--- src/sv/sha_pkg.sv ---
// Shared types, constants and round functions for the SHA-256 byte hasher.
// No dependencies; every other file imports this package.
package sha_pkg;

  localparam int unsigned QueueDepth = 2;

  typedef struct packed {
    logic [7:0] msg_byte;
    logic       byte_valid;
    logic       last_byte;
  } sha_in_t;

  typedef struct packed {
    logic [31:0] digest_word;
    logic [2:0]  word_index;
    logic        last_word;
  } sha_out_t;

  // One 512-bit block request for the compression core; words[0] is the first word.
  typedef struct packed {
    logic [15:0][31:0] words;
    logic              fin;
  } sha_blk_t;

  function automatic logic [31:0] iv_word(input logic [2:0] i);
    logic [31:0] r;
    case (i)
      3'd0:    r = 32'h6a09e667;
      3'd1:    r = 32'hbb67ae85;
      3'd2:    r = 32'h3c6ef372;
      3'd3:    r = 32'ha54ff53a;
      3'd4:    r = 32'h510e527f;
      3'd5:    r = 32'h9b05688c;
      3'd6:    r = 32'h1f83d9ab;
      default: r = 32'h5be0cd19;
    endcase
    return r;
  endfunction

  function automatic logic [31:0] round_k(input logic [5:0] t);
    logic [31:0] r;
    case (t)
      6'd0:  r = 32'h428a2f98; 6'd1:  r = 32'h71374491; 6'd2:  r = 32'hb5c0fbcf;
      6'd3:  r = 32'he9b5dba5; 6'd4:  r = 32'h3956c25b; 6'd5:  r = 32'h59f111f1;
      6'd6:  r = 32'h923f82a4; 6'd7:  r = 32'hab1c5ed5; 6'd8:  r = 32'hd807aa98;
      6'd9:  r = 32'h12835b01; 6'd10: r = 32'h243185be; 6'd11: r = 32'h550c7dc3;
      6'd12: r = 32'h72be5d74; 6'd13: r = 32'h80deb1fe; 6'd14: r = 32'h9bdc06a7;
      6'd15: r = 32'hc19bf174; 6'd16: r = 32'he49b69c1; 6'd17: r = 32'hefbe4786;
      6'd18: r = 32'h0fc19dc6; 6'd19: r = 32'h240ca1cc; 6'd20: r = 32'h2de92c6f;
      6'd21: r = 32'h4a7484aa; 6'd22: r = 32'h5cb0a9dc; 6'd23: r = 32'h76f988da;
      6'd24: r = 32'h983e5152; 6'd25: r = 32'ha831c66d; 6'd26: r = 32'hb00327c8;
      6'd27: r = 32'hbf597fc7; 6'd28: r = 32'hc6e00bf3; 6'd29: r = 32'hd5a79147;
      6'd30: r = 32'h06ca6351; 6'd31: r = 32'h14292967; 6'd32: r = 32'h27b70a85;
      6'd33: r = 32'h2e1b2138; 6'd34: r = 32'h4d2c6dfc; 6'd35: r = 32'h53380d13;
      6'd36: r = 32'h650a7354; 6'd37: r = 32'h766a0abb; 6'd38: r = 32'h81c2c92e;
      6'd39: r = 32'h92722c85; 6'd40: r = 32'ha2bfe8a1; 6'd41: r = 32'ha81a664b;
      6'd42: r = 32'hc24b8b70; 6'd43: r = 32'hc76c51a3; 6'd44: r = 32'hd192e819;
      6'd45: r = 32'hd6990624; 6'd46: r = 32'hf40e3585; 6'd47: r = 32'h106aa070;
      6'd48: r = 32'h19a4c116; 6'd49: r = 32'h1e376c08; 6'd50: r = 32'h2748774c;
      6'd51: r = 32'h34b0bcb5; 6'd52: r = 32'h391c0cb3; 6'd53: r = 32'h4ed8aa4a;
      6'd54: r = 32'h5b9cca4f; 6'd55: r = 32'h682e6ff3; 6'd56: r = 32'h748f82ee;
      6'd57: r = 32'h78a5636f; 6'd58: r = 32'h84c87814; 6'd59: r = 32'h8cc70208;
      6'd60: r = 32'h90befffa; 6'd61: r = 32'ha4506ceb; 6'd62: r = 32'hbef9a3f7;
      default: r = 32'hc67178f2;
    endcase
    return r;
  endfunction

  function automatic logic [31:0] rotr(input logic [31:0] x, input int unsigned n);
    return (x >> n) | (x << (32 - n));
  endfunction

  function automatic logic [31:0] bsig0(input logic [31:0] x);
    return rotr(x, 2) ^ rotr(x, 13) ^ rotr(x, 22);
  endfunction

  function automatic logic [31:0] bsig1(input logic [31:0] x);
    return rotr(x, 6) ^ rotr(x, 11) ^ rotr(x, 25);
  endfunction

  function automatic logic [31:0] ssig0(input logic [31:0] x);
    return rotr(x, 7) ^ rotr(x, 18) ^ (x >> 3);
  endfunction

  function automatic logic [31:0] ssig1(input logic [31:0] x);
    return rotr(x, 17) ^ rotr(x, 19) ^ (x >> 10);
  endfunction

endpackage

--- src/sv/sha_front.sv ---
// Front end: packs message bytes into blocks and builds the padded final block(s).
// Depends on sha_pkg.
module sha_front (
  input  logic              clk,
  input  logic              rst,
  input  logic              in_valid,
  output logic              in_stall,
  input  sha_pkg::sha_in_t  in_data,
  output logic              push,
  output sha_pkg::sha_blk_t push_data,
  input  logic              full
);
  import sha_pkg::*;

  localparam logic [1:0] ST_IDLE = 2'd0;
  localparam logic [1:0] ST_PAD  = 2'd1;
  localparam logic [1:0] ST_PAD2 = 2'd2;

  logic [1:0]        state;
  logic [15:0][31:0] blk;
  logic [15:0][31:0] blk_next;
  logic [15:0][31:0] pad_words;
  logic [5:0]        fill;
  logic [63:0]       bit_len;
  logic              acc;
  logic              fits;

  assign in_stall = (state != ST_IDLE) || full;
  assign acc      = in_valid && !in_stall;
  assign fits     = (fill <= 6'd55);

  // Buffer with the incoming byte dropped into its slot.
  always_comb begin
    blk_next = blk;
    blk_next[fill[5:2]][8*(3 - fill[1:0]) +: 8] = in_data.msg_byte;
  end

  // Data bytes below fill, 0x80 at fill, zeros above; length in the last two words if fill <= 55.
  always_comb begin
    for (int p = 0; p < 64; p++) begin
      if (6'(p) < fill) begin
        pad_words[p/4][31 - 8*(p%4) -: 8] = blk[p/4][31 - 8*(p%4) -: 8];
      end else if (6'(p) == fill) begin
        pad_words[p/4][31 - 8*(p%4) -: 8] = 8'h80;
      end else begin
        pad_words[p/4][31 - 8*(p%4) -: 8] = 8'h00;
      end
    end
    if (fits) begin
      pad_words[14] = bit_len[63:32];
      pad_words[15] = bit_len[31:0];
    end
  end

  always_comb begin
    push      = 1'b0;
    push_data = '{words: blk_next, fin: 1'b0};
    case (state)
      ST_IDLE: begin
        push = acc && in_data.byte_valid && (fill == 6'd63);
      end
      ST_PAD: begin
        push      = !full;
        push_data = '{words: pad_words, fin: fits};
      end
      ST_PAD2: begin
        push            = !full;
        push_data.words = '0;
        push_data.words[14] = bit_len[63:32];
        push_data.words[15] = bit_len[31:0];
        push_data.fin   = 1'b1;
      end
      default: begin
        push = 1'b0;
      end
    endcase
  end

  always_ff @(posedge clk) begin
    if (rst) begin
      state   <= ST_IDLE;
      fill    <= '0;
      bit_len <= '0;
    end else begin
      case (state)
        ST_IDLE: begin
          if (acc) begin
            if (in_data.byte_valid) begin
              blk     <= blk_next;
              fill    <= fill + 6'd1;
              bit_len <= bit_len + 64'd8;
            end
            if (in_data.last_byte) begin
              state <= ST_PAD;
            end
          end
        end
        ST_PAD: begin
          if (!full) begin
            if (fits) begin
              fill    <= '0;
              bit_len <= '0;
              state   <= ST_IDLE;
            end else begin
              state <= ST_PAD2;
            end
          end
        end
        ST_PAD2: begin
          if (!full) begin
            fill    <= '0;
            bit_len <= '0;
            state   <= ST_IDLE;
          end
        end
        default: begin
          state <= ST_IDLE;
        end
      endcase
    end
  end

endmodule

--- config.mk ---
export PLATFORM = sky130hd
export DESIGN_NAME = sha_front
export DESIGN_NICKNAME = d
export VERILOG_FILES = /design/src/sv/sha_pkg.sv /design/src/sv/sha_front.sv
export SDC_FILE = /design/constraint.sdc
export NUM_CORES = 1
export LEC_CHECK = 0
export ABC_AREA = 1
export BUFFER_PORTS_ARGS = -buffer_cell sky130_fd_sc_hd__buf_2
export CORE_UTILIZATION = 44
export CTS_CLUSTER_DIAMETER = 150
export DETAILED_ROUTE_END_ITERATION = 8
export HOLD_SLACK_MARGIN = 0.02
export MAX_ROUTING_LAYER = met4
export PLACE_DENSITY = 0.67
export SYNTH_ARGS = -nofsm -noshare
export SYNTH_HDL_FRONTEND = slang
export SYNTH_SLANG_ARGS = --single-unit
--- constraint.sdc ---
create_clock -name clk -period 24.9 [get_ports clk]
set_input_delay 3.735 -clock clk [delete_from_list [all_inputs] [get_ports clk]]
set_output_delay 3.735 -clock clk [all_outputs]
set_load 0.1 [all_outputs]
; Word level (Yosys, flattened, before mapping)
; Index checks and enable logic that the tools add are counted.
[op_classes]
n_addsub = 4
n_lt_le_gt_ge = 67
eq_ne = 72
shifts = 2
muxes = 152
bitwise_logic = 1
n_reduce_logical = 15
[ops]
columns = cell, count
row1 = 513-bit one-hot mux with 2 select lines, 1
row2 = 8-bit two-way mux, 128
row3 = 512-bit bitwise mux, 1
row4 = 64-bit two-way mux, 6
row5 = 6-bit equality test (first input constant), 32
row6 = 6-bit < comparator (first input constant), 32
row7 = 64-bit one-hot mux with 3 select lines, 1
row8 = 32-bit demux with 4-bit select, 1
row9 = 5-bit by 6-bit equality test with 1-bit output (first input constant), 16
row10 = 5-bit by 6-bit < comparator with 1-bit output (first input constant), 16
row11 = 64-bit by 4-bit adder with 64-bit output (second input constant), 1
row12 = 4-bit by 6-bit equality test with 1-bit output (first input constant), 8
row13 = 4-bit by 6-bit < comparator with 1-bit output (first input constant), 8
row14 = 32-bit negation with 34-bit output, 1
row15 = 8-bit by 34-bit variable shift with 32-bit output (first input constant), 1
row16 = 8-bit by 34-bit indexed part select with 32-bit output, 1
row17 = 32-bit two-way mux, 1
row18 = 6-bit two-way mux, 5
row19 = 3-bit by 6-bit equality test with 1-bit output (first input constant), 4
row20 = 3-bit by 6-bit < comparator with 1-bit output (first input constant), 4
row21 = 6-bit one-hot mux with 3 select lines, 1
row22 = 2-bit by 6-bit equality test with 1-bit output (first input constant), 2
row23 = 1-bit by 6-bit < comparator with 1-bit output (first input constant), 2
row24 = 2-bit by 6-bit < comparator with 1-bit output (first input constant), 2
row25 = other kinds (24), 38
[word_totals]
reg_bits = 584
input_bits = 14
out_inout_bits = 515

; Longest topological paths before layout
; Gate-level depths: netlist of the first run.
[depth]
ltp_word = 7
mapped_depth = 13
depth_no_buf = 12

; Worst setup path after synthesis of the first run
; Ideal clock, no wire load.
[synth_path]
kind = input to register
startpoint = in full
endpoint = reg blk[0] (netlist name), enable pin
setup_time_ps = 1401
t_arrival_ps = 25118
setup_slack_ps = -1619
cell_stages = 3
path_buffers = 0
cell_sequence = inv_1 > nand4_1 > nor2_1
[synth_between]
elab_chain_cells = 4
[synth_lines]
columns = item, line_no
row1 = start: declaration, sha_front.sv:11  ; input logic full
row2 = 1-bit logical OR, sha_front.sv:28  ; assign in_stall = (state != ST_IDLE) || full;
row3 = 1-bit logical NOT, sha_front.sv:29  ; assign acc = in_valid && !in_stall;
row4 = 1-bit logical AND, sha_front.sv:29
row5 = 4-bit AND reduction (no source line), n/a
row6 = end signal: assignment, sha_front.sv:89  ; blk <= blk_next;
row7 = end: declaration, sha_front.sv:20  ; logic [15:0][31:0] blk;
; Every way passes these cells.
; A chain may end at the register's enable or synchronous reset.

==> impl_summary.txt, run 1 <==
----------------------------------------------------
[Clock tree]
  Clock root buffer master ... sky130_fd_sc_hd__clkbuf_16
  Post-cts repair resize count ... 0
  Reg clk slew, reported paths ... 0.06 ns
  TritonCTS buffer count ... 69
  TritonCTS clock tree ... yes
  Post-CTS Setup Inserts ... 0
  Sink count of the clock tree ... 581
  CTS H-tree lvls ... 3
  Clock network latency to the later pin of the worst-skew pair ... 0.62 ns
  Bufs on Longest Clock Path ... 3
  Hold Buf Count CTS ... 0

[Synth]
  Avg Cell Area, Syn ... 7.75 µm²
  Ys async rst share ... 0
  Predominant post-synthesis flop cell ... sky130_fd_sc_hd__edfxtp_1
  Share of the synthesized area in the top cell type ... 0.460
  Yosys synthesis warning count ... 0
  Post-synthesis cell count ... 4314
  Synthesized cell area ... 33400 µm²
  Synthesized net count ... 4340
  Portion of the post-synthesis area used by sequential elements ... 0.501
  Cell variety after synth ... 51
  Count of flip-flops with a built-in enable after synthesis ... 512
  Cell type with the highest aggregate area in the netlist ... sky130_fd_sc_hd__edfxtp_1
  Cell types occupying the most area after synthesis ... sky130_fd_sc_hd__edfxtp_1 (46%), sky130_fd_sc_hd__nand2_1 (16%), sky130_fd_sc_hd__nand3_1 (5.9%)
  Synthesized flop and latch total ... 581

[Worst setup path]
  CP startpoint ... in_data[3]
  Worst endpoint required time ... 21.16 ns
  Worst reg2reg startpoint ... state[1]
  Worst R2R End ... fill[2]
  Kind of start point of the critical path ... primary input
  Arrival time of the worst setup path ... 6.22 ns
  Capturing element type of the critical path ... output pin
  CP max FO ... 16
  Crit path to ... push_data[234]
  Minimum setup slack among reg-to-reg paths ... approximately 21 ns
  Critical path start-end classification ... primary input to output pin
  Worst R2R Path Depth ... 10

[Floorplan]
  FP Rows ... 100
  Chip height ... 278 µm
  Die ar. ... 77100 µm²
  Core Area ... between 70000 and 80000 µm²
  Number of top-level pins ... 529
  Die width ... between 200 and 300 µm
  Starting utilization of the core area ... 0.447

[Timing]
  Least-Margin Pin Slew ... approximately 1.4 ns
  Setup violators final ... 0
  Setup repair after global routing missed its margin ... no
  Number of hold violations in the final report ... 0
  Fin. max-slew vios ... 0
  Share of the clock period used by the worst path ... 0.400
  Largest clock skew in the final design ... approximately 0.020 ns
  Least setup slack across all paths after layout ... between 10 and 15 ns
  Maximum clock frequency ... 0.101 GHz
  Max-Slew Margin vs Limit ... 0.0923
  Minimum clock period after layout ... approximately 10 ns
  Final TNS setup ... 0 ns

[Route]
  Wire length after detailed routing ... 135 mm
  Routed Antenna Nets ... 0
  DR vias/cell ... 5.81
  DRC violation total after the first TritonRoute iteration ... 4231
  Count of vias placed by the detailed router ... 33382
  Number of design rule violations left after detail routing ... 0
  First drt pass iteration count ... 6
  Drt wl/cell ... 23.4 µm

[Cells and area]
  Final Instance Count excl. Fillers ... 5744
  Commonest non-fill, non-tap cells in the layout ... sky130_fd_sc_hd__nand2_1 (1425), sky130_fd_sc_hd__buf_2 (528), sky130_fd_sc_hd__edfxtp_1 (512)
  Final nets ... 4746
  Most common cell after layout, fill and taps aside ... sky130_fd_sc_hd__nand2_1
  Share of post-route cells with drive strength above 1 ... 0.156
  Area growth from synthesis to layout ... 16.3%
  Count of fill cells added during filler insertion ... 7142

[Status]
  Status ... completed

[GRT]
  Overflow left after global routing ... 0
  Number of global-route vias before repair ... 30263
  Number of antenna violations at the first check in global routing ... 5
  Wire length of the first global-routing pass ... 196 mm
  Largest net degree at the start of global routing ... 182
  Global-route usage over all layers ... 0.347

[Placement]
  Pre-CTS setup slack ... 15.02 ns
  Sum of net half-perimeters after detailed placement ... 93.2 mm
  Routability-driven placement congestion ratio ... 0.939
  Placed Instances ... 5618
  Port Buffers ... 528

[Hold path]
  Class of the tightest hold or removal check ... flip-flop to flip-flop

[Flow run]
  MaxCap Viol Count ... 0

----------------------------------------------------
kinds of logic after synthesis:
logic type | after synthesis | synth area share
simple gates | 2343 | 0.289
buf+inv | 506 | 0.0605
flops | 581 | 0.501
mux | 7 | 0.00210
compound gates | 865 | 0.142
fa+ha+maj | 12 | 0.00449
worst min path at each step:
stage | startpoint | endpoint | slack (ns) | cells after the start
6_report | bit_len[6] | bit_len[6] | 0.51 | 1
3_3_place_gp | bit_len[6] | bit_len[6] | 0.48 | 1
3_5_place_dp | bit_len[6] | bit_len[6] | 0.50 | 1
5_1_grt | bit_len[6] | bit_len[6] | 0.56 | 1
4_1_cts | bit_len[6] | bit_len[6] | 0.51 | 1
2_1_floorplan | bit_len[6] | bit_len[6] | 0.46 | 1
critical path, cell delays in order:
cell	delay (ns)
sky130_fd_sc_hd__buf_2	0.07
sky130_fd_sc_hd__inv_1	0.04
sky130_fd_sc_hd__nor2_1	0.15
sky130_fd_sc_hd__nand3_1	0.98
sky130_fd_sc_hd__a21oi_1	0.56
sky130_fd_sc_hd__nand2_1	0.09
sky130_fd_sc_hd__nand2_1	0.11
sky130_fd_sc_hd__buf_2	0.44
per-layer routing:
layer / global-route usage / routed length, µm
met4: 0.172 / 7570
met5: - / 0
met3: 0.0611 / 12600
met2: 0.527 / 61100
met1: 0.448 / 53200
sequential cells by signal, indices dropped and copies added (netlist names):
| name | flops |
|---|---|
| bit_len | 61 |
| blk | 512 |
| fill | 6 |
| state | 2 |
area by class of cell:
| cell class | instances | area [µm²] | area share |
|---|---|---|---|
| Antenna cell | 2 | 5.00 | 0.000129 |
| Clock buffer | 89 | 1910 | 0.0490 |
| Clock inverter | 35 | 334 | 0.00859 |
| Inverter | 272 | 1040 | 0.0266 |
| Multi-Input combinational cell | 3227 | 14700 | 0.377 |
| Sequential cell | 581 | 16800 | 0.431 |
| Tap cell | 969 | 1210 | 0.0312 |
| Timing Repair Buffer | 569 | 2980 | 0.0765 |
through the flow:
| stage | hold WS [ns] | instance area (µm²) | utilization |
|---|---|---|---|
| after floorplan | 0.456 | 33400 | - |
| final | 0.511 | 38900 | 0.520 |
| after detailed placement | 0.498 | 36600 | 0.490 |
| after global routing | 0.564 | 38900 | 0.520 |
| after global placement | 0.475 | 36600 | 0.490 |
| after CTS | 0.507 | 38900 | 0.520 |
synth_stat cells, types with 7 or more instances:
| master | number |
|---|---|
| sky130_fd_sc_hd__a21oi_1 | 237 |
| sky130_fd_sc_hd__o21ai_2 | 7 |
| sky130_fd_sc_hd__buf_4 | 7 |
| sky130_fd_sc_hd__buf_2 | 70 |
| sky130_fd_sc_hd__nand2_1 | 1425 |
| sky130_fd_sc_hd__buf_1 | 41 |
| sky130_fd_sc_hd__nor2_2 | 17 |
| sky130_fd_sc_hd__nor2_4 | 21 |
| sky130_fd_sc_hd__o21ai_0 | 376 |
| sky130_fd_sc_hd__dfxtp_1 | 69 |
| sky130_fd_sc_hd__nor2_1 | 424 |
| sky130_fd_sc_hd__inv_2 | 7 |
| sky130_fd_sc_hd__inv_1 | 262 |
| sky130_fd_sc_hd__a22o_1 | 21 |
| sky130_fd_sc_hd__o21a_1 | 49 |
| sky130_fd_sc_hd__mux2i_1 | 7 |
| sky130_fd_sc_hd__o21ai_1 | 90 |
| sky130_fd_sc_hd__o22ai_1 | 17 |
| sky130_fd_sc_hd__nand4_1 | 15 |
| sky130_fd_sc_hd__o211ai_1 | 45 |
| sky130_fd_sc_hd__ha_1 | 12 |
| sky130_fd_sc_hd__edfxtp_1 | 512 |
| sky130_fd_sc_hd__nand3_1 | 397 |
| sky130_fd_sc_hd__nor3_1 | 9 |
| sky130_fd_sc_hd__clkbuf_1 | 115 |
| sky130_fd_sc_hd__nand2_2 | 15 |
Power of run 1 is left out: the tool's default activity adds up to more than one toggle a clock period on the data nets, which glitch-free logic cannot reach.
==> run 2, diff against run 1 <==
PLACE_DENSITY = default   (was 0.67)
clock period = 9.7 ns   (was 24.9 ns; I/O delays follow)
==> impl_summary.txt, run 2 (synthesis results as in run 1) <==
----------------------------------------------------
[Clock tree]
  Post-cts repair resize count ... 0 (unchanged)
  TritonCTS clock tree ... yes
  Post-CTS Setup Inserts ... 0 (unchanged)
  Reg clk slew, reported paths ... 0.06 ns (about the same)
  Clock root buffer master ... sky130_fd_sc_hd__clkbuf_16
  Bufs on Longest Clock Path ... 3 (unchanged)
  Hold Buf Count CTS ... 0 (unchanged)
  TritonCTS buffer count ... 69 (unchanged)
  Sink count of the clock tree ... 581 (unchanged)
  Clock network latency to the later pin of the worst-skew pair ... 0.63 ns (about the same)
  CTS H-tree lvls ... 3 (unchanged)

[Worst setup path]
  Buffers plus inverters on the worst setup path ... 6 (+3)
  Worst reg2reg startpoint ... fill[5]
  Cell type group with the largest total delay on the critical path ... buffers and inverters
  Largest stage delay on the critical path ... 0.80 ns (-0.18 ns)
  CP max FO ... 80 (+64)
  Worst R2R Path Depth ... 8 (-2)
  Crit path max-delay cell type ... sky130_fd_sc_hd__buf_4
  Capturing element type of the critical path ... output pin
  Kind of start point of the critical path ... flip-flop
  Worst endpoint required time ... 8.25 ns (-12.91 ns)
  Arrival time of the worst setup path ... 5.50 ns (-0.72 ns)
  Crit path to ... push_data[376]
  Worst R2R End ... fill[3]
  Minimum setup slack among reg-to-reg paths ... 4.93 ns (-15.96 ns)
  Critical path start-end classification ... flip-flop to output pin
  Worst path cell trace ... inv_1, ha_2, buf_4, nand2_1, buf_4, inv_8, buf_4, nand2_1, a21oi_1, nand2_1, o311ai_0, buf_2
  Logic depth of the worst path, buffers included ... 12 (+4)
  CP startpoint ... state[1]

[Route]
  First drt pass iteration count ... 7 (+1)
  Drt wl/cell ... 23.4 µm (-0.25%)
  DRC violation total after the first TritonRoute iteration ... 3973 (-6.1%)
  Number of design rule violations left after detail routing ... 0 (unchanged)
  DR vias/cell ... 5.79 (-0.38%)
  Count of vias placed by the detailed router ... 33209 (-0.52%)
  Routed Antenna Nets ... 0 (unchanged)
  Wire length after detailed routing ... 134 mm (-0.39%)

[GRT]
  Overflow left after global routing ... 0 (unchanged)
  Wire length of the first global-routing pass ... 195 mm (-0.13%)
  Number of antenna violations at the first check in global routing ... 7 (+2)
  Number of global-route vias before repair ... 29580 (-2.3%)
  Global-route usage over all layers ... 0.348 (about the same)
  Largest net degree at the start of global routing ... 188 (+3.3%)

[Cells and area]
  Commonest non-fill, non-tap cells in the layout ... sky130_fd_sc_hd__nand2_1 (1425), sky130_fd_sc_hd__buf_2 (528), sky130_fd_sc_hd__edfxtp_1 (512)
  Share of post-route cells with drive strength above 1 ... 0.155 (-0.00103)
  Combined area of the multi-input logic cells ... 14700 µm² (unchanged)
  Final nets ... 4745 (-0.021%)
  Biggest register ... blk
  Most common cell after layout, fill and taps aside ... sky130_fd_sc_hd__nand2_1
  Largest register FFs ... 512 (unchanged)
  Registers with the most flip-flops ... blk (512), bit_len (61), fill (6)
  Count of fill cells added during filler insertion ... 7308 (+2.3%)
  Register area ... 16800 µm² (unchanged)
  Area growth from synthesis to layout ... 15.9%

[Hold path]
  Class of the tightest hold or removal check ... flip-flop to flip-flop

[Floorplan]
  FP Rows ... 100 (unchanged)
  Die width ... 278 µm (unchanged)
  Chip height ... 278 µm (unchanged)
  Die ar. ... 77100 µm² (unchanged)
  Starting utilization of the core area ... 0.447 (unchanged)
  Number of top-level pins ... 529 (unchanged)
  Core Area ... 74800 µm² (unchanged)

[Timing]
  Fin. max-slew vios ... 0 (unchanged)
  Largest clock skew in the final design ... 0.0215 ns (+0.00197 ns)
  Maximum clock frequency ... ~0.14 GHz
  Least setup slack across all paths after layout ... 2.74 ns (-12.21 ns)
  Setup repair after global routing missed its margin ... no
  Number of hold violations in the final report ... 0 (unchanged)
  Least-Margin Pin Slew ... 1.31 ns (-0.0524 ns)
  Minimum clock period after layout ... 6.96 ns
  Share of the clock period used by the worst path ... 0.717
  Max-Slew Margin vs Limit ... 0.127 (+0.0342)
  Setup violators final ... 0 (unchanged)

[Placement]
  Sum of net half-perimeters after detailed placement ... 93.0 mm (-0.23%)
  Port Buffers ... 528 (unchanged)
  Routability-driven placement congestion ratio ... 0.951 (+1.2%)
  Pre-CTS setup slack ... 3.46 ns (-11.56 ns)

[Status]
  Status ... completed

[Flow run]
  MaxCap Viol Count ... 0 (unchanged)

----------------------------------------------------
-- run 2: cell types whose count changed in the layout (fill, tap and decap cells not counted), moves of 2 or more --
cell and delta:
sky130_fd_sc_hd__bufinv_16 -4, sky130_fd_sc_hd__buf_4 -3, sky130_fd_sc_hd__clkbuf_1 -3, sky130_fd_sc_hd__clkinv_1 +3
sky130_fd_sc_hd__inv_6 -3, sky130_fd_sc_hd__buf_12 +2, sky130_fd_sc_hd__clkbuf_16 -2, sky130_fd_sc_hd__clkinv_2 +2
-- run 2: worst register-to-register path: stages (launching register included) --
cell	delay, ns
sky130_fd_sc_hd__dfxtp_1	1.07
sky130_fd_sc_hd__nand2_4	0.50
sky130_fd_sc_hd__nor2_4	0.38
sky130_fd_sc_hd__nand2_2	0.20
sky130_fd_sc_hd__nand3_2	0.58
sky130_fd_sc_hd__nand2_1	0.32
sky130_fd_sc_hd__nand2_2	0.91
sky130_fd_sc_hd__inv_1	0.46
sky130_fd_sc_hd__nor3b_1	0.27
-- run 2: layout make-up --
class / instances / area share
diodes: 1 / 0.0000646
well taps: 969 / 0.0313
clock buffers: 85 / 0.0480
clock inverters: 33 / 0.00520
repair buffers: 568 / 0.0773
inverters: 272 / 0.0271
flip-flops and latches: 581 / 0.433
multi-input cells: 3227 / 0.378
-- run 2: layer usage --
layer  global-route usage  routed length (µm)  vias to the layer above
li1                     -                   -                    15397
met1                0.463               54900                    15777
met2                0.529               61300                     1760
met3               0.0559               12100                      275
met4                0.141                5730                        0
met5                    -                   0                        -
-- run 2: how the worst min path moves through the flow --
| stage | from | end | cells past startpoint |
|---|---|---|---|
| finish | bit_len[6] | bit_len[6] | 1 |
| global route | bit_len[6] | bit_len[6] | 1 |
| CTS | bit_len[6] | bit_len[6] | 1 |
| detailed placement | bit_len[6] | bit_len[6] | 1 |
| global placement | bit_len[6] | bit_len[6] | 1 |
| floorplan | bit_len[6] | bit_len[6] | 1 |
-- run 2: stage by stage --
| stage | std cells | hold slack, ns | area, µm² | utilization | TNS [ns] |
|---|---|---|---|---|---|
| 5_1_grt | 5736 | 0.521 | 38700 | 0.518 | 0 |
| 3_3_place_gp | 5617 | 0.471 | 36700 | 0.490 | 0 |
| 6_report | 5736 | 0.492 | 38700 | 0.518 | 0 |
| 2_1_floorplan | 4314 | 0.456 | 33400 | - | -29.12 |
| 4_1_cts | 5735 | 0.495 | 38700 | 0.518 | 0 |
| 3_5_place_dp | 5617 | 0.481 | 36700 | 0.490 | 0 |
Power of run 2 is left out for the same reason.
